===== src/design/pireg_pkg.sv =====
// Package for the PI regulator: op codes, register indexes, field widths,
// datapath command codes and the controller-to-datapath struct.
// No dependencies.
package pireg_pkg;

    localparam int INTEGRAL_BITS_DEF = 40;

    localparam int WORD_W   = 32;
    localparam int LIMIT_W  = 31;
    localparam int OP_W     = 2;
    localparam int CFG_IDX_W = 2;

    localparam logic [OP_W-1:0] OP_STEP   = 2'd0;
    localparam logic [OP_W-1:0] OP_ADJUST = 2'd1;
    localparam logic [OP_W-1:0] OP_CLEAR  = 2'd2;

    localparam logic [CFG_IDX_W-1:0] CFG_PROP_GAIN     = 2'd0;
    localparam logic [CFG_IDX_W-1:0] CFG_INTEG_GAIN    = 2'd1;
    localparam logic [CFG_IDX_W-1:0] CFG_SAMPLE_PERIOD = 2'd2;
    localparam logic [CFG_IDX_W-1:0] CFG_OUTPUT_LIMIT  = 2'd3;

    typedef enum logic [3:0] {
        DP_IDLE,
        DP_NOP,
        DP_MUL_KT,
        DP_MUL_PK,
        DP_MUL_INC,
        DP_RND_INC,
        DP_ADD_CAND,
        DP_ADD_PK,
        DP_ADD_FF,
        DP_DECIDE,
        DP_AUX
    } dp_cmd_t;

    typedef struct packed {
        dp_cmd_t cmd;
        logic    publish;
    } pireg_ctl_t;

endpackage


===== src/design/pireg_ctrl.sv =====
// Sequencer of the PI regulator: steps the datapath through one word and
// holds the response valid flag. Depends on pireg_pkg.
module pireg_ctrl
    import pireg_pkg::*;
(
    input  logic            clk,
    input  logic            rst_n,
    input  logic            req_valid,
    input  logic [OP_W-1:0] req_op,
    output logic            req_ready,
    output logic            rsp_valid,
    input  logic            rsp_ready,
    output pireg_ctl_t      ctl
);

    typedef enum logic [3:0] {
        ST_IDLE,
        ST_MUL_KT,
        ST_MUL_PK,
        ST_MUL_INC,
        ST_RND_INC,
        ST_ADD_CAND,
        ST_ADD_PK,
        ST_ADD_FF,
        ST_DECIDE,
        ST_AUX,
        ST_PUBLISH
    } state_t;

    state_t  state_reg;
    dp_cmd_t cmd_reg;
    logic    out_valid_reg;
    logic    publish;

    assign req_ready   = (state_reg == ST_IDLE);
    assign rsp_valid   = out_valid_reg;
    assign publish     = (state_reg == ST_PUBLISH) && (!out_valid_reg || rsp_ready);
    assign ctl.cmd     = cmd_reg;
    assign ctl.publish = publish;

    always_ff @(posedge clk or negedge rst_n)
    begin
        if (!rst_n)
        begin
            state_reg     <= ST_IDLE;
            cmd_reg       <= DP_IDLE;
            out_valid_reg <= 1'b0;
        end
        else
        begin
            if (publish)
            begin
                out_valid_reg <= 1'b1;
            end
            else if (rsp_ready)
            begin
                out_valid_reg <= 1'b0;
            end
            case (state_reg)
                ST_IDLE:
                begin
                    if (req_valid)
                    begin
                        if (req_op == OP_STEP)
                        begin
                            state_reg <= ST_MUL_KT;
                            cmd_reg   <= DP_MUL_KT;
                        end
                        else
                        begin
                            state_reg <= ST_AUX;
                            cmd_reg   <= DP_AUX;
                        end
                    end
                end
                ST_MUL_KT:
                begin
                    state_reg <= ST_MUL_PK;
                    cmd_reg   <= DP_MUL_PK;
                end
                ST_MUL_PK:
                begin
                    state_reg <= ST_MUL_INC;
                    cmd_reg   <= DP_MUL_INC;
                end
                ST_MUL_INC:
                begin
                    state_reg <= ST_RND_INC;
                    cmd_reg   <= DP_RND_INC;
                end
                ST_RND_INC:
                begin
                    state_reg <= ST_ADD_CAND;
                    cmd_reg   <= DP_ADD_CAND;
                end
                ST_ADD_CAND:
                begin
                    state_reg <= ST_ADD_PK;
                    cmd_reg   <= DP_ADD_PK;
                end
                ST_ADD_PK:
                begin
                    state_reg <= ST_ADD_FF;
                    cmd_reg   <= DP_ADD_FF;
                end
                ST_ADD_FF:
                begin
                    state_reg <= ST_DECIDE;
                    cmd_reg   <= DP_DECIDE;
                end
                ST_DECIDE, ST_AUX:
                begin
                    state_reg <= ST_PUBLISH;
                    cmd_reg   <= DP_NOP;
                end
                ST_PUBLISH:
                begin
                    if (publish)
                    begin
                        state_reg <= ST_IDLE;
                        cmd_reg   <= DP_IDLE;
                    end
                end
                default:
                begin
                    state_reg <= ST_IDLE;
                    cmd_reg   <= DP_IDLE;
                end
            endcase
        end
    end

endmodule


===== config.mk =====
export PLATFORM = sky130hd
export DESIGN_NAME = pireg_ctrl
export DESIGN_NICKNAME = d
export VERILOG_FILES = /design/src/design/pireg_pkg.sv /design/src/design/pireg_ctrl.sv
export SDC_FILE = /design/constraint.sdc
export NUM_CORES = 1
export LEC_CHECK = 0
export ABC_AREA = 0
export BUFFER_PORTS_ARGS = -buffer_cell sky130_fd_sc_hd__buf_2
export CAP_MARGIN = 40
export CORE_AREA = 2 2 39 41
export DETAILED_ROUTE_END_ITERATION = 12
export DIE_AREA = 0 0 41 43
export MAX_ROUTING_LAYER = met4
export PLACE_DENSITY = 0.56
export SYNTH_ARGS = -nofsm -noshare
export SYNTH_HDL_FRONTEND = slang
export SYNTH_SLANG_ARGS = --single-unit
export TNS_END_PERCENT = 1

===== constraint.sdc =====
create_clock -name clk -period 4.7 [get_ports clk]
set_input_delay 0.94 -clock clk [delete_from_list [all_inputs] [get_ports clk]]
set_output_delay 0.94 -clock clk [all_outputs]
set_load 0.01 [all_outputs]

# Word level (Yosys, flattened, before mapping)
# Index checks and enable logic that the tools add are counted.
# word_totals
regBits	9
wordCells	32
# classes
n_eq_ne	12
n_mux	9
reduce_logical	8
# op_table
op	count
$pmux 4 s10	2
$mux 4	5
$eq 4x3->1 const B	4
$eq 4x4->1 const B	3
$eq 4x2->1 const B	2
$eq 4x1->1 const B	1
$logic_not 4->1	1
$ne 2x2->1 const B	2
$logic_not 2->1	1
$mux 1	2
$reduce_and 2->1	1
$reduce_bool 2->1	1
$reduce_or 2->1	1
$logic_and 1x1->1	1
$logic_not 1->1	1
$logic_or 1x1->1	1

# Longest topological paths before layout
# Gate-level depths: netlist (run 1).
# depth
ltp_word	5
depth_mapped	4
mapped_depth_nobuf	3

# Worst setup path before layout (run 1)
# OpenSTA, ideal clock, no wires.
# synth_path
kind	input -> output
from	input rsp_ready
to	output ctl[0] (netlist bit)
arrival_time_ns	1.416
required_time_ns	3.760
setup_slack_ns	2.344
stages	3
n_path_buf	1
cell_sequence	nand2b_1 > nor2b_1 > buf_4
# synth_between
elab_chain_cells	2
# synth_rtl
element	line	text
start: declaration	pireg_ctrl.sv:12	input logic rsp_ready,
$logic_or 1x1->1	pireg_ctrl.sv:37	assign publish = (state_reg == ST_PUBLISH) && (!out_valid_reg || rsp_ready);
$logic_and 1x1->1	pireg_ctrl.sv:37	
end: declaration	pireg_ctrl.sv:13	output pireg_ctl_t ctl
# No other way between the ends.

# Worst setup path in the final report (run 1)
# layout_path
from	register state_reg[1]
to	output req_ready
# layout_between
elab_chain_cells	1
# layout_rtl
element	line	text
start: declaration	pireg_ctrl.sv:30	state_t state_reg;
start signal: assignment	pireg_ctrl.sv:45	state_reg <= ST_IDLE;
start signal: assignment	pireg_ctrl.sv:66	state_reg <= ST_MUL_KT;
start signal: assignment	pireg_ctrl.sv:71	state_reg <= ST_AUX;
$logic_not 4->1	pireg_ctrl.sv:35	assign req_ready = (state_reg == ST_IDLE);
end: declaration	pireg_ctrl.sv:10	output logic req_ready,
# No other way between the ends.

==> results of run 1 <==
==> logic make-up after synthesis <==
kind of cell,after synthesis
xor gates and xnor gates,2
buffers and inverters,6
DFF,9
and+or+nand+nor,16
AOI/OAI and AO/OA,14
muxes,1
==> stage by stage <==
stage	total power, mW	worst slack (ns)	instances
after CTS	0.401	2.16	76
after floorplan	0.290	2.34	48
final	0.396	2.18	76
after detailed placement	0.336	2.21	72
after global routing	0.428	2.10	76
after global placement	0.335	2.23	72
==> final timing paths <==
kind	cells past startpoint	slack [ns]	end
worst max-delay path	3	2.18	req_ready
worst min-delay path	1	0.49	cmd_reg[1]
worst max register to register	3	2.89	cmd_reg[1]
worst min register to register	1	0.49	cmd_reg[1]
max in group asynchronous	1	4.00	cmd_reg[1]
min in group asynchronous	1	0.52	cmd_reg[0]
==> power by group through the flow <==
stage / registers (mW) / clock network (mW) / logic [mW]
floorplan: 0.148 / 0 / 0.142
global placement: 0.171 / 0 / 0.165
detailed placement: 0.171 / 0 / 0.165
CTS: 0.170 / 0.0634 / 0.168
global route: 0.179 / 0.0666 / 0.183
finish: 0.169 / 0.0612 / 0.166
==> cells in the final DEF (no fill, tap or decap), types with 2 or more instances in the layout <==
master	count
buf_2	12
clkbuf_4	3
dfrtp_1	9
inv_1	2
nand2_1	2
nor2_1	5
nor2b_1	3
o21ai_0	4
o2bb2ai_1	2
==> final cells by class <==
class / instances / area [um2]
fillers: 137 / 818
multi-input cells: 33 / 226
flip-flops and latches: 9 / 225
repair buffers: 12 / 60.1
clock buffers: 4 / 26.3
well taps: 16 / 20.0
inverters: 2 / 7.51
==> layer usage <==
metal | wire [um] | track usage | up-vias
li1 | - | - | 200
met1 | 524 | 0.184 | 184
met2 | 404 | 0.175 | 10
met3 | 49 | 0.0471 | 4
met4 | 8 | 0.0800 | 0
met5 | 0 | - | -
==> metrics, run 1 <==
ANT nets after route=0; Worst Clk Skew=0.00427 ns; min-delay src=cmd_reg[1]; RSZ-0062 raised after global routing=no; clock slew at reported path FFs=around 0.06 ns; Num Clock Sinks=9; Bufs and invs on worst path=2; adder-cell area share of the yosys netlist=0; root buf cell=clkbuf_4; sequential power share=0.427; sw frac=0.412; Commonest cells post-synth=9 x dfrtp_1, 5 x nor2_1, 4 x o21ai_0, 3 x nor2b_1; #FFs+latches synth=9; synthesized area=479 um2; TritonCTS clock tree=built; Tcrit/Tclk final=0.537; clock buffer depth=2; Syn Area/Cell=between 9 and 10 um2; HPWL Detailed=673 um; Highest Clock Rate=just under 400 MHz; post-synthesis xor/xnor area fraction=0.0366; Final GP Congestion=0.712; Total GRT Usage=0.138; fin util=0.409; die area=around 1800 um2; Tmin final=around 2.5 ns; chip width=between 40 and 50 um; Yosys top cell area share=0.470; Fin. Hold Viols=0; drt first pass iters=4; internal cell power=0.233 mW; fraction of layout cells with a size suffix above 1=0.317; antenna violations before repair=0; Post-CTS Hold Buffers=0; Final setup viols=0; Leak=0.268 nW; maximum vdd drop=about 0.25 mV; row cnt=14; asr flop ratio synth=1.00; mux share of post-synthesis cell area=0.0235; setup TNS=0 ns; CP delay by family, top=simple AND/OR/NAND/NOR gates; number of global-route vias before repair=354; design area=566 um2; Worst Path Required=3.76 ns; Crit path largest cell delay=0.62 ns; Core Region=1380 um2; Compound-Gate Fraction of Synth Area=0.222; crit path capture type=output port; # IOs=13; Pwr Density=700 nW/um2; largest family of logic cells by synthesized area=compound AO/OA/AOI/OAI gates; synth unique cells=27; Post-synth EDFFs=0; Syn Nets=54; slowest CP cell=or4_4; Combinational Power Share=0.418; Post-route DRC=0; Slew Limit Headroom=0.742; Net Sw Power=approximately 0.16 mW; total of max-cap violations=0; Worst-Margin Slew=just under 0.4 ns; # nets final=67; synth warn=0; post-CTS setup buffer count=0; Port Buf Inserts=12; Avg Vias per Cell=5.24; crit path cell chain=or4_4, inv_1, buf_2; CP arrival=1.58 ns; total grt overflow=0; Placed Instance Area=approximately 540 um2; Crit Path Max Fanout=13; Worst-Skew Late Latency=approximately 0.26 ns; final WL=roughly 1000 um; cell taking the most area after synthesis=dfrtp_1; first-pass GRT wire length=1.56 mm; status=complete, no violations; critical path startpoint category=flop; Syn Inst Count=48; WL/cell=13.0 um; worst hold slack=0.488 ns; worst setup path startpoint=state_reg[1]; Top FF cell, synth=dfrtp_1; initial cell density of the core=0.346; Simple-Gate Fraction of Synth Area=0.191; fin. max-slew vios=0; DR iter-0 viols=4; most common cell in the netlist=dfrtp_1; H-tree depth=1; cts bufs inserted=3; post-cts resize count=0; critical path type=reg2out; ANT cells=0; pin count of the biggest net entering global routing=14; sequential area share after synthesis=0.470; Clock Power Share=0.155; RR Startpoint=state_reg[1]; synth top area cells=dfrtp_1 47%, o21ai_0 4.2%, nor2_1 3.9%; Area Growth Syn to Fin=18.0%; vias=398; die height=43 um; worst hold path type=reg2reg
(Power assumes the default switching activity.)
==> run 2, diff against run 1 <==
--- a/config.mk
+++ b/config.mk
@@ -12,7 +12,7 @@
 export DETAILED_ROUTE_END_ITERATION = 12
 export DIE_AREA = 0 0 41 43
 export MAX_ROUTING_LAYER = met4
-export PLACE_DENSITY = 0.56
+export PLACE_DENSITY = 0.59
 export SYNTH_ARGS = -nofsm -noshare
 export SYNTH_HDL_FRONTEND = slang
 export SYNTH_SLANG_ARGS = --single-unit
==> constraint.sdc (replaced) <==
create_clock -name clk -period 2.3 [get_ports clk]
set_input_delay 0.46 -clock clk [delete_from_list [all_inputs] [get_ports clk]]
set_output_delay 0.46 -clock clk [all_outputs]
set_load 0.01 [all_outputs]
==> run 2 against run 1 <==
  * Combinational power grew 110%
  * Sequential power increased by 100%
  * Register-to-register slack got worse by 2.4 ns
  * Total power up 100%
  * Global-route usage fell by 0.48 points
  * Highest routed layer unchanged
  * Via count is 1.8% lower
  * Clock skew rose by 0.0080 ns
  * Critical path type unchanged
  * Setup slack worse by 1.9 ns
  * Count of clock-buffer cells in the layout unchanged
  * Sequential cell count unchanged
==> metrics, run 2 (same netlist as run 1, synthesis figures left out) <==
WL/cell=13.1 um; # nets final=67; fin worst setup slack=0.253 ns; vias=391; ANT nets after route=0; Avg Vias per Cell=5.14; Highest Clock Rate=489 MHz; Leak=0.268 nW; internal cell power=0.476 mW; TritonCTS clock tree=built; chip width=around 40 um; final WL=996 um; ANT cells=0; Reg2Reg Depth=3; Worst Path Required=roughly 1.8 ns; RR Startpoint=state_reg[1]; clock buffer depth=2; CP arrival=1.59 ns; Fin. Hold Viols=0; RSZ-0062 raised after global routing=no; maximum vdd drop=0.574 mV; Net Sw Power=0.336 mW; Placed Instance Area=approximately 540 um2; Place WS=0.510 ns; post-CTS setup buffer count=0; end of the worst register-to-register path=cmd_reg[1]; Core Region=1380 um2; die area=about 1800 um2; Pwr Density=1430 nW/um2; Tcrit/Tclk final=0.890; fin. max-slew vios=0; Final setup viols=0; root buf cell=clkbuf_4; crit path cell chain=or4_4, inv_1, buf_2; Tmin final=2.05 ns; drt first pass iters=5; first-pass GRT wire length=1.41 mm; Total GRT Usage=0.133; die height=43 um; clock slew at reported path FFs=around 0.070 ns; Port Buf Inserts=12; Clock Power Share=0.155; Area Growth Syn to Fin=18.0%; Crit Path Max Fanout=13; Worst-Skew Late Latency=0.27 ns; design area=566 um2; fin util=0.409; Worst-Margin Slew=0.378 ns; reg2reg setup slack=0.48 ns; Num Clock Sinks=9; CP Capture Point=req_ready; total of max-cap violations=0; sw frac=0.414; most frequent cells in the layout=12 x buf_2, 9 x dfrtp_1, 5 x nor2_1; DR iter-0 viols=10; critical path type=reg2out; total grt overflow=0; H-tree depth=1; pin count of the biggest net entering global routing=14; Crit path largest cell delay=~0.6 ns; Slew Limit Headroom=0.748; setup TNS=0 ns; Post-CTS Hold Buffers=0; initial cell density of the core=0.346; Post-route DRC=0; # IOs=13; Final GP Congestion=0.717; cts bufs inserted=3; row cnt=14; Combinational Power Share=0.420; sequential power share=0.426; crit path capture type=output port; fraction of layout cells with a size suffix above 1=0.317; worst hold path type=in2async; status=complete, no violations; post-cts resize count=0; leading cell type in the layout, fill and taps excluded=buf_2; HPWL Detailed=between 600 and 700 um; worst setup path startpoint=state_reg[1]; Worst Clk Skew=0.0123 ns; antenna violations before repair=0; number of global-route vias before repair=around 320; slowest CP cell=or4_4; critical path startpoint category=flop
run 2: cell counts in the layout (fill, tap and decap cells not counted):
No cell type changed its count.
run 2: routing by layer:
layer  track usage  share of wire
met5             -              0
met1         0.182           0.49
met4         0.120         0.0080
met2         0.153           0.45
met3        0.0314          0.051
run 2: critical path, delay by kind of cell, from the launching register on:
| kind | cells | cell delay (ns) |
|---|---|---|
| AND/OR/NAND/NOR | 1 | 0.61 |
| flip-flops | 1 | 0.52 |
| buffers and inverters | 2 | 0.19 |
run 2: metrics by stage:
step | hold slack, ns | total power [mW] | std cells
2_1_floorplan | 0.164 | 0.593 | 48
3_3_place_gp | 0.321 | 0.685 | 72
3_5_place_dp | 0.328 | 0.689 | 72
4_1_cts | 0.0313 | 0.820 | 76
5_1_grt | 0.0487 | 0.876 | 76
6_report | 0.0312 | 0.811 | 76
run 2: area by class of cell:
cell class              count  area [um2]
repair buffers             12        60.1
inverters                   2        7.51
clock buffers               4        26.3
well taps                  16        20.0
multi-input cells          33         226
fillers                   142         818
flip-flops and latches      9         225
run 2: power groups by stage:
stage	combinational (mW)	sequential, mW	clock [mW]
after floorplan	0.290	0.303	0
after global placement	0.341	0.344	0
after detailed placement	0.340	0.349	0
after CTS	0.345	0.344	0.131
after global routing	0.381	0.359	0.136
final	0.341	0.345	0.125
run 2: worst min-delay path by stage:
stage                     cells after the start           end  slack (ns)
after global placement                        1  state_reg[3]        0.32
after CTS                                     1  state_reg[0]        0.03
after detailed placement                      1  state_reg[0]        0.33
after floorplan                               0    cmd_reg[0]        0.16
final                                         1  state_reg[0]        0.03
after global routing                          1  state_reg[0]        0.05
==> run 3, diff against run 2 <==
--- a/config.mk
+++ b/config.mk
@@ -11,8 +11,10 @@
 export CORE_AREA = 2 2 39 41
 export DETAILED_ROUTE_END_ITERATION = 12
 export DIE_AREA = 0 0 41 43
+export HOLD_SLACK_MARGIN = 0.06
 export MAX_ROUTING_LAYER = met4
 export PLACE_DENSITY = 0.59
+export REMOVE_ABC_BUFFERS = 1
 export SYNTH_ARGS = -nofsm -noshare
 export SYNTH_HDL_FRONTEND = slang
 export SYNTH_SLANG_ARGS = --single-unit
==> run 3 against run 2 <==
  * Sequential share of layout area down 0.78 points
  * Wire length down 7.5%
  * Combinational power about the same
  * Die area unchanged
  * Setup slack better by 0.016 ns
  * Clock skew down 0.0074 ns
  * Sequential power down 1%
  * Critical path type unchanged
  * Sequential cell count unchanged
  * Total power down 0.83%
  * Critical endpoint unchanged
==> metrics, run 3 (same netlist as run 1, synthesis figures left out) <==
fin. max-slew vios=0; fin worst setup slack=around 0.27 ns; Crit path largest cell delay=a little over 0.6 ns; ANT nets after route=0; Final setup viols=0; final WL=921 um; internal cell power=0.474 mW; Area Growth Syn to Fin=20.4%; H-tree depth=1; post-cts resize count=0; Tcrit/Tclk final=0.883; die height=43 um; worst hold path type=reg2reg; CP arrival=1.57 ns; RSZ-0062 raised after global routing=no; most frequent cells in the layout=12 x buf_2, 9 x dfrtp_1, 5 x nor2_1; fin cells=77; initial cell density of the core=0.346; total grt overflow=0; dpl cells=72; # IOs=13; TritonCTS clock tree=built; antenna violations before repair=0; Post-route DRC=0; sequential power share=0.423; ANT cells=0; Leak=about 0.27 nW; Worst Path Required=about 1.8 ns; Bufs and invs on worst path=2; cts bufs inserted=3; Slew Limit Headroom=0.764; Net Sw Power=0.330 mW; Port Buf Inserts=12; worst hold slack=0.488 ns; leading cell type in the layout, fill and taps excluded=buf_2; root buf cell=clkbuf_4; HPWL Detailed=667 um; Tmin final=around 2 ns; clock buffer depth=2; critical path startpoint category=flop; Highest Clock Rate=about 500 MHz; crit path capture type=output port; Total GRT Usage=0.142; Worst-Skew Late Latency=0.27 ns; Core Region=1380 um2; Place WS=approximately 0.52 ns; Clock Power Share=0.156; DR iter-0 viols=8; post-CTS setup buffer count=0; Worst Clk Skew=0.00488 ns; Pwr Density=1390 nW/um2; fraction of layout cells with a size suffix above 1=0.328; critical path type=reg2out; setup TNS=0 ns; row cnt=14; Crit Path Max Fanout=13; Avg Vias per Cell=~5.2; WL/cell=between 10 and 15 um; first-pass GRT wire length=1.61 mm; clock slew at reported path FFs=0.07 ns; status=complete, no violations; die area=1760 um2; Total Power=between 0.8 and 0.9 mW; Num Clock Sinks=9; Combinational Power Share=0.422; slowest CP cell=or4_4; number of global-route vias before repair=371; CP delay by family, top=simple AND/OR/NAND/NOR gates; vias=400; design area=~580 um2; maximum vdd drop=0.422 mV; Fin. Hold Viols=0; sw frac=0.410; Post-CTS Hold Buffers=1; Final GP Congestion=0.802; fin util=0.417; total of max-cap violations=0; Placed Instance Area=539 um2; pin count of the biggest net entering global routing=14; chip width=between 40 and 50 um; crit path cell chain=or4_4, inv_1, buf_2; # nets final=around 70; Worst-Margin Slew=0.354 ns; drt first pass iters=4
run 3: cell types whose count changed in the layout (fill, tap and decap cells not counted), sizes merged:
cell / before / now
clkbuf: 4 / 3
clkinv: 0 / 1
dlygate4sd3: 0 / 1
run 3: worst reg2reg max path, delay by kind of cell, from the launching register on:
family,cells,cell delay [ns]
flip-flops,1,0.50
AND/OR/NAND/NOR,1,0.61
multiplexers,1,0.34
AO/OA/AOI/OAI,1,0.21
run 3: final cells by class:
type / count / area [um2]
inverter: 2 / 7.51
tap: 16 / 20.0
sequential: 9 / 225
clock inverter: 1 / 5.00
fill: 140 / 807
multi-input combinational: 33 / 226
timing repair buffer: 13 / 70.1
clock buffer: 3 / 22.5
run 3: power by group through the flow:
stage,logic [mW],registers [mW],clock network [mW]
global placement,0.337,0.344,0
CTS,0.343,0.341,0.130
floorplan,0.228,0.343,0
global route,0.392,0.363,0.142
finish,0.339,0.340,0.125
detailed placement,0.341,0.344,0
run 3: metal layers:
metal	global-route usage	share of wire	up-vias
li1	-	-	200
met1	0.209	0.47	183
met2	0.166	0.44	15
met3	0.0576	0.067	2
met4	0.0667	0.025	0
met5	-	0	-
run 3: final timing paths:
path / start / to / slack [ns] / cells past startpoint
max reg2reg: state_reg[1] / cmd_reg[1] / 0.52 / 3
min reg2reg: cmd_reg[2] / cmd_reg[2] / 0.49 / 1
max: state_reg[1] / req_ready / 0.27 / 3
max in group asynchronous: rst_n / state_reg[0] / 1.55 / 2
min: cmd_reg[2] / cmd_reg[2] / 0.49 / 1
min in group asynchronous: rst_n / rsp_valid / 0.57 / 2
