[src/design/pireg_pkg.sv]
// Package for the PI regulator: op codes, register indexes, field widths,
// datapath command codes and the controller-to-datapath struct.
// No dependencies.
package pireg_pkg;

    localparam int INTEGRAL_BITS_DEF = 40;

    localparam int WORD_W   = 32;
    localparam int LIMIT_W  = 31;
    localparam int OP_W     = 2;
    localparam int CFG_IDX_W = 2;

    localparam logic [OP_W-1:0] OP_STEP   = 2'd0;
    localparam logic [OP_W-1:0] OP_ADJUST = 2'd1;
    localparam logic [OP_W-1:0] OP_CLEAR  = 2'd2;

    localparam logic [CFG_IDX_W-1:0] CFG_PROP_GAIN     = 2'd0;
    localparam logic [CFG_IDX_W-1:0] CFG_INTEG_GAIN    = 2'd1;
    localparam logic [CFG_IDX_W-1:0] CFG_SAMPLE_PERIOD = 2'd2;
    localparam logic [CFG_IDX_W-1:0] CFG_OUTPUT_LIMIT  = 2'd3;

    typedef enum logic [3:0] {
        DP_IDLE,
        DP_NOP,
        DP_MUL_KT,
        DP_MUL_PK,
        DP_MUL_INC,
        DP_RND_INC,
        DP_ADD_CAND,
        DP_ADD_PK,
        DP_ADD_FF,
        DP_DECIDE,
        DP_AUX
    } dp_cmd_t;

    typedef struct packed {
        dp_cmd_t cmd;
        logic    publish;
    } pireg_ctl_t;

endpackage

[src/design/pireg_dp.sv]
// Datapath of the PI regulator: gain registers, shared 33x33 multiplier,
// integral state, saturating adders and the output clamp. Depends on pireg_pkg.
module pireg_dp
    import pireg_pkg::*;
#(
    parameter int INTEGRAL_BITS = INTEGRAL_BITS_DEF
)
(
    input  logic                     clk,
    input  logic                     rst_n,
    input  pireg_ctl_t               ctl,
    input  logic [OP_W-1:0]          op,
    input  logic signed [WORD_W-1:0] error_in,
    input  logic signed [WORD_W-1:0] feed_forward,
    input  logic signed [WORD_W-1:0] adjust_value,
    input  logic                     cfg_valid,
    input  logic [CFG_IDX_W-1:0]     cfg_index,
    input  logic [WORD_W-1:0]        cfg_data,
    output logic                     cfg_ready,
    output logic signed [WORD_W-1:0] drive,
    output logic                     saturated
);

    localparam int IB   = INTEGRAL_BITS;
    localparam int SW   = 66;
    localparam int MW   = 33;
    localparam int TW   = 48;

    localparam logic signed [SW-1:0] IB_MAX  = {{(SW-IB+1){1'b0}}, {(IB-1){1'b1}}};
    localparam logic signed [SW-1:0] IB_MIN  = ~IB_MAX;
    localparam logic signed [SW-1:0] S64_MAX = {{(SW-63){1'b0}}, {63{1'b1}}};
    localparam logic signed [SW-1:0] S64_MIN = ~S64_MAX;
    localparam logic signed [SW-1:0] S32_MAX = {{(SW-31){1'b0}}, {31{1'b1}}};
    localparam logic signed [SW-1:0] S32_MIN = ~S32_MAX;

    function automatic logic signed [IB-1:0] sat_ib(input logic signed [SW-1:0] v);
        if (v > IB_MAX)
            sat_ib = IB_MAX[IB-1:0];
        else if (v < IB_MIN)
            sat_ib = IB_MIN[IB-1:0];
        else
            sat_ib = v[IB-1:0];
    endfunction

    function automatic logic signed [63:0] sat64(input logic signed [SW-1:0] v);
        if (v > S64_MAX)
            sat64 = S64_MAX[63:0];
        else if (v < S64_MIN)
            sat64 = S64_MIN[63:0];
        else
            sat64 = v[63:0];
    endfunction

    function automatic logic signed [WORD_W-1:0] sat32(input logic signed [SW-1:0] v);
        if (v > S32_MAX)
            sat32 = S32_MAX[WORD_W-1:0];
        else if (v < S32_MIN)
            sat32 = S32_MIN[WORD_W-1:0];
        else
            sat32 = v[WORD_W-1:0];
    endfunction

    // Q16.16 product rounded half up, floor shift
    function automatic logic signed [TW-1:0] rnd16(input logic signed [SW-1:0] p);
        logic signed [SW-1:0] t;
        t = p + 66'sd32768;
        rnd16 = t[63:16];
    endfunction

    logic [WORD_W-1:0]          prop_gain_reg;
    logic [WORD_W-1:0]          integ_gain_reg;
    logic [WORD_W-1:0]          sample_period_reg;
    logic [LIMIT_W-1:0]         limit_reg;
    logic signed [IB-1:0]       integ_reg;

    logic [OP_W-1:0]            op_reg;
    logic signed [WORD_W-1:0]   err_reg;
    logic signed [WORD_W-1:0]   ff_reg;
    logic signed [WORD_W-1:0]   adj_reg;
    logic signed [SW-1:0]       prod_reg;
    logic [WORD_W-1:0]          kt_reg;
    logic signed [TW-1:0]       pk_reg;
    logic signed [TW-1:0]       inc_reg;
    logic signed [IB-1:0]       cand_reg;
    logic signed [63:0]         sum_reg;
    logic signed [WORD_W-1:0]   res_drive_reg;
    logic                       res_sat_reg;
    logic signed [WORD_W-1:0]   drive_reg;
    logic                       sat_reg;

    logic signed [MW-1:0]       mul_a;
    logic signed [MW-1:0]       mul_b;
    logic signed [SW-1:0]       kt_sum;
    logic signed [SW-1:0]       integ_ext;
    logic signed [SW-1:0]       cand_ext;
    logic signed [63:0]         lim64;
    logic signed [63:0]         nlim64;
    logic                       over_hi;
    logic                       under_lo;
    logic                       same_sign;

    assign cfg_ready = 1'b1;
    assign drive     = drive_reg;
    assign saturated = sat_reg;

    assign kt_sum    = prod_reg + 66'sd2147483648;
    assign integ_ext = {{(SW-IB){integ_reg[IB-1]}}, integ_reg};
    assign cand_ext  = {{(SW-IB){cand_reg[IB-1]}}, cand_reg};
    assign lim64     = {{(64-LIMIT_W){1'b0}}, limit_reg};
    assign nlim64    = 64'sd0 - lim64;
    assign over_hi   = sum_reg > lim64;
    assign under_lo  = sum_reg < nlim64;
    assign same_sign = ((sum_reg > 64'sd0) && (err_reg > 32'sd0))
                    || ((sum_reg < 64'sd0) && (err_reg < 32'sd0));

    always_comb
    begin
        mul_a = '0;
        mul_b = '0;
        case (ctl.cmd)
            DP_MUL_KT:
            begin
                mul_a = {1'b0, integ_gain_reg};
                mul_b = {1'b0, sample_period_reg};
            end
            DP_MUL_PK:
            begin
                mul_a = {1'b0, prop_gain_reg};
                mul_b = {err_reg[WORD_W-1], err_reg};
            end
            DP_MUL_INC:
            begin
                mul_a = {1'b0, kt_reg};
                mul_b = {err_reg[WORD_W-1], err_reg};
            end
            default:
            begin
                mul_a = '0;
                mul_b = '0;
            end
        endcase
    end

    // registers and integral
    always_ff @(posedge clk or negedge rst_n)
    begin
        if (!rst_n)
        begin
            prop_gain_reg     <= '0;
            integ_gain_reg    <= '0;
            sample_period_reg <= '0;
            limit_reg         <= '1;
            integ_reg         <= '0;
        end
        else
        begin
            if (cfg_valid)
            begin
                case (cfg_index)
                    CFG_PROP_GAIN:     prop_gain_reg     <= cfg_data;
                    CFG_INTEG_GAIN:    integ_gain_reg    <= cfg_data;
                    CFG_SAMPLE_PERIOD: sample_period_reg <= cfg_data;
                    CFG_OUTPUT_LIMIT:  limit_reg         <= cfg_data[LIMIT_W-1:0];
                    default:           ;
                endcase
            end
            case (ctl.cmd)
                DP_DECIDE:
                begin
                    if (!((over_hi || under_lo) && same_sign))
                    begin
                        integ_reg <= cand_reg;
                    end
                end
                DP_AUX:
                begin
                    case (op_reg)
                        OP_ADJUST:
                            integ_reg <= sat_ib(integ_ext
                                + {{(SW-WORD_W){adj_reg[WORD_W-1]}}, adj_reg});
                        OP_CLEAR:
                            integ_reg <= '0;
                        default:
                            ;
                    endcase
                end
                default:
                    ;
            endcase
        end
    end

    // working registers
    always_ff @(posedge clk)
    begin
        prod_reg <= mul_a * mul_b;
        case (ctl.cmd)
            DP_IDLE:
            begin
                op_reg  <= op;
                err_reg <= error_in;
                ff_reg  <= feed_forward;
                adj_reg <= adjust_value;
            end
            DP_MUL_PK:
                kt_reg <= kt_sum[63:32];
            DP_MUL_INC:
                pk_reg <= rnd16(prod_reg);
            DP_RND_INC:
                inc_reg <= rnd16(prod_reg);
            DP_ADD_CAND:
                cand_reg <= sat_ib(integ_ext + {{(SW-TW){inc_reg[TW-1]}}, inc_reg});
            DP_ADD_PK:
                sum_reg <= sat64(cand_ext + {{(SW-TW){pk_reg[TW-1]}}, pk_reg});
            DP_ADD_FF:
                sum_reg <= sat64({{(SW-64){sum_reg[63]}}, sum_reg}
                    + {{(SW-WORD_W){ff_reg[WORD_W-1]}}, ff_reg});
            DP_DECIDE:
            begin
                res_sat_reg <= over_hi || under_lo;
                if (over_hi)
                    res_drive_reg <= lim64[WORD_W-1:0];
                else if (under_lo)
                    res_drive_reg <= nlim64[WORD_W-1:0];
                else
                    res_drive_reg <= sum_reg[WORD_W-1:0];
            end
            default:
                ;
        endcase
        if (ctl.publish)
        begin
            if (op_reg == OP_STEP)
            begin
                drive_reg <= res_drive_reg;
                sat_reg   <= res_sat_reg;
            end
            else
            begin
                drive_reg <= sat32(integ_ext);
                sat_reg   <= 1'b0;
            end
        end
    end

endmodule

[config.mk]
export PLATFORM = sky130hd
export DESIGN_NAME = pireg_dp
export DESIGN_NICKNAME = d
export VERILOG_FILES = /design/src/design/pireg_pkg.sv /design/src/design/pireg_dp.sv
export SDC_FILE = /design/constraint.sdc
export NUM_CORES = 2
export LEC_CHECK = 0
export ABC_CLOCK_PERIOD_IN_PS = 9300
export BUFFER_PORTS_ARGS = -buffer_cell sky130_fd_sc_hd__buf_2
export CORE_ASPECT_RATIO = 0.7
export CORE_MARGIN = 2
export CORE_UTILIZATION = 41
export DETAILED_ROUTE_END_ITERATION = 8
export PLACE_DENSITY_LB_ADDON = 0.2
export SYNTH_ARGS = -nofsm -noshare
export SYNTH_HDL_FRONTEND = slang
export SYNTH_SLANG_ARGS = --single-unit
[constraint.sdc]
create_clock -name clk -period 9.3 [get_ports clk]
set_input_delay 1.86 -clock clk [delete_from_list [all_inputs] [get_ports clk]]
set_output_delay 1.86 -clock clk [all_outputs]
set_load 0.005 [all_outputs]
### Word level (Yosys, flattened, before mapping)

Index checks and enable logic that the tools add are counted.

| storage, ports and cells | value |
|---|---|
| bits in registers | 627 |
| output and inout port bits | 34 |

| operators by class | value |
|---|---|
| add/sub/neg operators | 7 |
| $mul | 1 |
| order comparisons | 16 |
| equality and inequality tests | 16 |
| mux-type cells | 18 |
| reduce and logical (&&, ||, !) cells | 16 |

Operators with widths:

| kind | number |
|---|---|
| 64-bit 2-to-1 mux | 4 |
| 40-bit 2-to-1 mux | 4 |
| 40-bit case mux with 2 select lines | 2 |
| 32-bit 2-to-1 mux | 4 |
| 64-bit case mux with 2 select lines | 1 |
| 40-bit by 48-bit adder with 49-bit output | 2 |
| 32-bit case mux with 3 select lines | 1 |
| 33-bit case mux with 2 select lines | 1 |
| 64-bit by 32-bit adder with 65-bit output | 1 |
| 65-bit by 64-bit > comparator with 1-bit output (second input constant) | 1 |
| 65-bit by 64-bit less-than comparator with 1-bit output (second input constant) | 1 |
| 64-bit by 17-bit adder with 64-bit output (second input constant) | 1 |
| 64-bit by 33-bit adder with 64-bit output (second input constant) | 1 |
| 49-bit by 64-bit > comparator with 1-bit output (second input constant) | 1 |
| 64-bit by 1-bit > comparator with 1-bit output (second input constant) | 1 |
| 64-bit by 32-bit > comparator with 1-bit output | 1 |
| 49-bit by 64-bit less-than comparator with 1-bit output (second input constant) | 1 |
| 64-bit by 1-bit less-than comparator with 1-bit output (second input constant) | 1 |
| 64-bit by 32-bit less-than comparator with 1-bit output | 1 |
| 33-bit by 33-bit multiplier with 64-bit output | 1 |
| 49-bit by 40-bit > comparator with 1-bit output (second input constant) | 1 |
| 49-bit by 40-bit less-than comparator with 1-bit output (second input constant) | 1 |
| 40-bit by 32-bit adder with 41-bit output | 1 |
| 41-bit by 40-bit > comparator with 1-bit output (second input constant) | 1 |
| other kinds (22) | 39 |

### Logic depth before layout (Yosys ltp)

| depth | value |
|---|---|
| depth in word-level cells | 6 |
| depth in mapped cells | 38 |
| mapped depth without buffers | 32 |

### Worst setup path after synthesis

Ideal clock, no wire load.

| path | value |
|---|---|
| path kind | input-to-reg |
| start point | input ctl[2] in the netlist's numbering |
| end point | register adj_reg[0] (enable) |
| arrival time | 11.533 ns |
| path slack | -3.028 ns |
| cell stages on the path | 3 |
| path buffers | 2 |
| cells stage by stage | clkbuf_1 clkbuf_1 nor4_1 |

| between the ends | value |
|---|---|
| cells in the longest elaborated chain, start to end | 1 |

Ends and longest elaborated chain:

| item | RTL line | RTL |
|---|---|---|
| start: declaration | pireg_dp.sv:11 | `input pireg_ctl_t ctl,` |
| 4-bit logical NOT | pireg_dp.sv:197 | `case (ctl.cmd)` |
| end signal: assignment | pireg_dp.sv:203 | `adj_reg <= adjust_value;` |
| end: declaration | pireg_dp.sv:79 | `logic signed [WORD_W-1:0] adj_reg;` |

Every way passes these cells.
A chain may end at the register's enable or synchronous reset.

### Worst setup path after layout

| path | value |
|---|---|
| start point | input ctl[3] in the netlist's numbering |
| end point | register prod_reg[60] |

| between the ends | value |
|---|---|
| cells in the longest elaborated chain, start to end | 4 |

Ends and longest elaborated chain:

| item | RTL line | RTL |
|---|---|---|
| 4-bit by 3-bit == test with 1-bit output / 4-bit by 2-bit == test with 1-bit output (equally long branches) | pireg_dp.sv:120 | `case (ctl.cmd)` |
| 2-bit OR reduction (no source line) | n/a |  |
| 33-bit case mux with 2 select lines | pireg_dp.sv:120 |  |
| 33-bit by 33-bit multiplier with 64-bit output (*) | pireg_dp.sv:196 | `prod_reg <= mul_a * mul_b;` |
| end signal: assignment | pireg_dp.sv:196 |  |
| end: declaration | pireg_dp.sv:80 | `logic signed [SW-1:0] prod_reg;` |

Mark *: on every way between the ends. The rest lies on a longest branch, timed or not.

==> metrics.log <==
[metrics] result of the run: complete, but fails checks
[metrics] violated checks: negative setup slack
[metrics] port bufs: 172
[metrics] pin count of the biggest net entering global routing: 104
[metrics] internal reg-to-reg setup slack: 1170 ps
[metrics] Max stage delay cell, worst path: sky130_fd_sc_hd__fa_2
[metrics] final RePlAce weighted congestion: 1.01
[metrics] total clock buffers created by CTS: 72
[metrics] number of global-route vias before repair: 58.7k
[metrics] post-detailed-route DRC marker count: 0
[metrics] number of clock sinks: 612
[metrics] CTS root buf: sky130_fd_sc_hd__clkbuf_16
[metrics] area delta synth->final: 20.4%
[metrics] die boundary height: 353 um
[metrics] unrepaired setup endpoints after global routing: true
[metrics] VDD IR max: 0.129 mV
[metrics] area taken by flip-flops and latches: 17100 sq um
[metrics] number of vias in the routed layout: 59.9k
[metrics] clock input transition at the sequential cells of the worst setup and hold paths: 60 ps
[metrics] number of stages on the worst hold path: 1
[metrics] critical path fanouts, max: 7
[metrics] classification of the worst-slack hold path: flop to flop
[metrics] crit share post-route: 102%
[metrics] average wire per cell in the routed design: 26.6 um
[metrics] required time at the worst-slack endpoint: 9910 ps
[metrics] Setup crit start: ctl[3]
[metrics] time the worst path needs with I/O delays and setup: 9480 ps
[metrics] number of cell instances on the worst register-to-register path: 30
[metrics] worst reg2reg endpoint: prod_reg[60]$_DFF_P_
[metrics] post-synth cell types: 88
[metrics] Total Routing Usage GR: 31.3%
[metrics] wire length of the first global-routing pass: 404 mm
[metrics] predominant post-synthesis flop cell: sky130_fd_sc_hd__edfxtp_1
[metrics] clock latency of the later-clocked register in the worst-skew pair: 740 ps
[metrics] area occupied by multi-input gates: 50400 sq um
[metrics] kind of start point of the critical path: input pin
[metrics] Via density: 5.67
[metrics] IO Pins: 174
[metrics] delay of the slowest critical-path stage: 570 ps
[metrics] die width: 502 um
[metrics] Congestion Overflow GR: 0
[metrics] HPWL after detailed placement: 230 mm
[metrics] initial antenna violation count: 29
[metrics] power density normalized to cell area: 124 nW/um^2
[metrics] flip-flop count of the largest register after layout: 64
[metrics] dominant cell type by count on the critical path: sky130_fd_sc_hd__fa_1
[metrics] Worst slew margin: 18.1%
[metrics] source of the worst hold timing path: prop_gain_reg[0]$_DFFE_PN0P_
[metrics] mean area per synthesized cell: 9.44 sq um
[metrics] placeable core region: 172000 sq um
[metrics] # fillers: 16.1k
[metrics] drt total wl: 281 mm
[metrics] flops & latches, synth: 612
[metrics] top achievable clock speed: 0.106 GHz
[metrics] Final Max Tran Viols: 0
[metrics] Syn Inst Count: 7543
[metrics] # rows: 127
[metrics] number of nets in the synthesized netlist: 9195
[metrics] Die ar.: 177000 sq um
[metrics] mapped cell area: 71200 sq um
[metrics] Initial Util: 41.4%
[metrics] largest clock skew in the final design: 76.6 ps
[metrics] number of synthesized flops with an enable pin: 396
[metrics] share of flip-flops with an asynchronous set or reset after synthesis: 27.3%
[metrics] sequential-to-total area share from yosys stat: 24.0%
[metrics] worst hold path endpoint: prop_gain_reg[0]$_DFFE_PN0P_
[metrics] CTS tree: done
[metrics] hold violation count in the final report: 0
[metrics] worst setup path category: input pin to flop
[metrics] Worst-Margin Slew: 1220 ps
[metrics] number of failing setup endpoints in the final timing report: 18
[metrics] Worst Path Arrival: 10090 ps
[metrics] setup slack after layout: -178 ps
[metrics] count of maximum capacitance violations: 0
[metrics] worst-case clock buffer depth: 3
[metrics] reg-to-reg critical path startpoint: err_reg[1]$_DFFE_PN_
[metrics] category of the worst setup path capture point: flop
[metrics] Setup Total Neg Slack: -1650 ps
[metrics] Hold Worst Slack: 505 ps
[metrics] Total Nets Final: 9828
[metrics] number of warnings issued by yosys: 0
[metrics] DRC violation total after the first TritonRoute iteration: 6477
[metrics] number of nets with antenna violations after detailed routing: 0
[metrics] static power due to leakage: 0.0394 uW
[metrics] number of search-and-repair iterations in the first detailed-routing pass: 6
[metrics] number of levels in the clock H-tree: 3
[metrics] cts hold-fix bufs: 0
[metrics] layout cell share with drive strength beyond 1: 19.8%
per-layer routing:
layer / part of all wire (%) / GRT usage [%] / vias up
met5: 0.067 / 0 / -
met4: 3.1 / 8.16 / 32
met3: 12 / 9.67 / 405
met2: 40 / 42.7 / 2786
met1: 45 / 47.3 / 30326
li1: - / - / 26330
critical path, delay by kind of cell:
family | cells | cell delay (ps)
xor gates and xnor gates | 1 | 140
and+or+nand+nor | 5 | 760
AOI/OAI and AO/OA | 9 | 2080
adders and majority gates | 9 | 3770
buffers and inverters | 12 | 1410
what timing repair did:
action                     4_1_cts  5_1_grt
setup endpoints to repair       40       36
pin swaps                       55       92
resized for setup              127      193
setup buffers                   53       41
cloned                           7       12
through the flow:
| stage | instances | util (%) | total power, uW | cell area [sq um] | setup WS (ps) |
|---|---|---|---|---|---|
| floorplan | 7543 | - | 5830 | 72700 | -267 |
| global placement | 10313 | 47.0 | 7310 | 80800 | -1340 |
| detailed placement | 10313 | 47.0 | 7340 | 80800 | -1410 |
| CTS | 10507 | 49.1 | 10500 | 84400 | -137 |
| global route | 10558 | 49.9 | 11100 | 85700 | -386 |
| finish | 10560 | 49.9 | 10600 | 85700 | -178 |
where the power goes:
part / internal [uW] / switching, uW / total (uW)
registers: 3280 / 410 / 3690
logic: 1580 / 2280 / 3860
clock network: 1760 / 1320 / 3080
cell usage after synthesis, types with 27 or more instances:
cell type	instances	area, sq um
sky130_fd_sc_hd__inv_1	1094	4110
sky130_fd_sc_hd__fa_1	931	18600
sky130_fd_sc_hd__nand2_1	837	3140
sky130_fd_sc_hd__nor2_1	764	2870
sky130_fd_sc_hd__ha_1	581	7270
sky130_fd_sc_hd__edfxtp_1	396	11900
sky130_fd_sc_hd__a21oi_1	366	1830
sky130_fd_sc_hd__clkbuf_1	336	1260
sky130_fd_sc_hd__o21ai_0	245	1230
sky130_fd_sc_hd__xnor2_1	225	1970
sky130_fd_sc_hd__a21o_1	192	1440
sky130_fd_sc_hd__dfrtp_1	136	3400
sky130_fd_sc_hd__mux2_2	131	1480
sky130_fd_sc_hd__xor2_1	111	972
sky130_fd_sc_hd__a22oi_1	98	736
sky130_fd_sc_hd__nand3_1	97	485
sky130_fd_sc_hd__nand4_1	81	507
sky130_fd_sc_hd__nor3_1	61	305
sky130_fd_sc_hd__and2_1	59	369
sky130_fd_sc_hd__o21bai_1	59	443
sky130_fd_sc_hd__and3_1	51	319
sky130_fd_sc_hd__dfxtp_1	49	981
sky130_fd_sc_hd__a221oi_1	48	420
sky130_fd_sc_hd__o21a_1	46	345
sky130_fd_sc_hd__nor4_1	40	250
sky130_fd_sc_hd__a31oi_1	35	219
sky130_fd_sc_hd__a22o_1	31	272
sky130_fd_sc_hd__dfstp_2	31	815
sky130_fd_sc_hd__nand2b_1	30	188
sky130_fd_sc_hd__o221a_2	30	338
sky130_fd_sc_hd__nor2b_1	27	169
worst max-delay path by stage:
stage	to	slack [ps]
floorplan	prod_reg[60]$_DFF_P_	-270
global placement	prod_reg[60]$_DFF_P_	-1340
detailed placement	prod_reg[56]$_DFF_P_	-1410
CTS	prod_reg[56]$_DFF_P_	-140
global route	prod_reg[60]$_DFF_P_	-390
finish	prod_reg[60]$_DFF_P_	-180
cell type report:
type                       count  share of cell area [%]
clock inverter                34                   0.482
inverter                    1095                    4.80
sequential                   612                    19.9
tap                         2322                    3.39
clock buffer                 100                    2.43
timing repair buffer         927                    10.2
multi-input combinational   5468                    58.8
antenna                        2                 0.00584
layout by cell type (no fill, tap or decap), types with 45 or more instances in the layout:
cell / n
sky130_fd_sc_hd__a21o_1: 191
sky130_fd_sc_hd__a21oi_1: 337
sky130_fd_sc_hd__a221oi_1: 45
sky130_fd_sc_hd__a22oi_1: 59
sky130_fd_sc_hd__and3_1: 48
sky130_fd_sc_hd__buf_12: 135
sky130_fd_sc_hd__buf_2: 168
sky130_fd_sc_hd__buf_4: 568
sky130_fd_sc_hd__clkbuf_16: 88
sky130_fd_sc_hd__dfrtp_1: 136
sky130_fd_sc_hd__dfxtp_1: 49
sky130_fd_sc_hd__edfxtp_1: 396
sky130_fd_sc_hd__fa_1: 865
sky130_fd_sc_hd__fa_2: 66
sky130_fd_sc_hd__ha_1: 546
sky130_fd_sc_hd__inv_1: 1059
sky130_fd_sc_hd__mux2_2: 131
sky130_fd_sc_hd__nand2_1: 819
sky130_fd_sc_hd__nand3_1: 94
sky130_fd_sc_hd__nand4_1: 81
sky130_fd_sc_hd__nor2_1: 717
sky130_fd_sc_hd__nor3_1: 53
sky130_fd_sc_hd__o21a_1: 46
sky130_fd_sc_hd__o21ai_0: 224
sky130_fd_sc_hd__o21bai_1: 57
sky130_fd_sc_hd__xnor2_1: 224
sky130_fd_sc_hd__xor2_1: 111
kinds of logic (layout without fill, tap and decap cells):
| logic type | count (synthesis) | in the layout | synth area share, % |
|---|---|---|---|
| buffers and inverters | 1463 | 2156 | 7.73 |
| AOI/OAI and AO/OA | 1347 | 1347 | 12.5 |
| muxes | 145 | 145 | 2.27 |
| and+or+nand+nor | 2127 | 2127 | 13.0 |
| other | 1 | 3 | 0.00527 |
| DFF | 612 | 612 | 24.0 |
| xor gates and xnor gates | 336 | 336 | 4.13 |
| adders and majority gates | 1512 | 1512 | 36.4 |
Note: power is estimated with default switching activity, not from simulation.
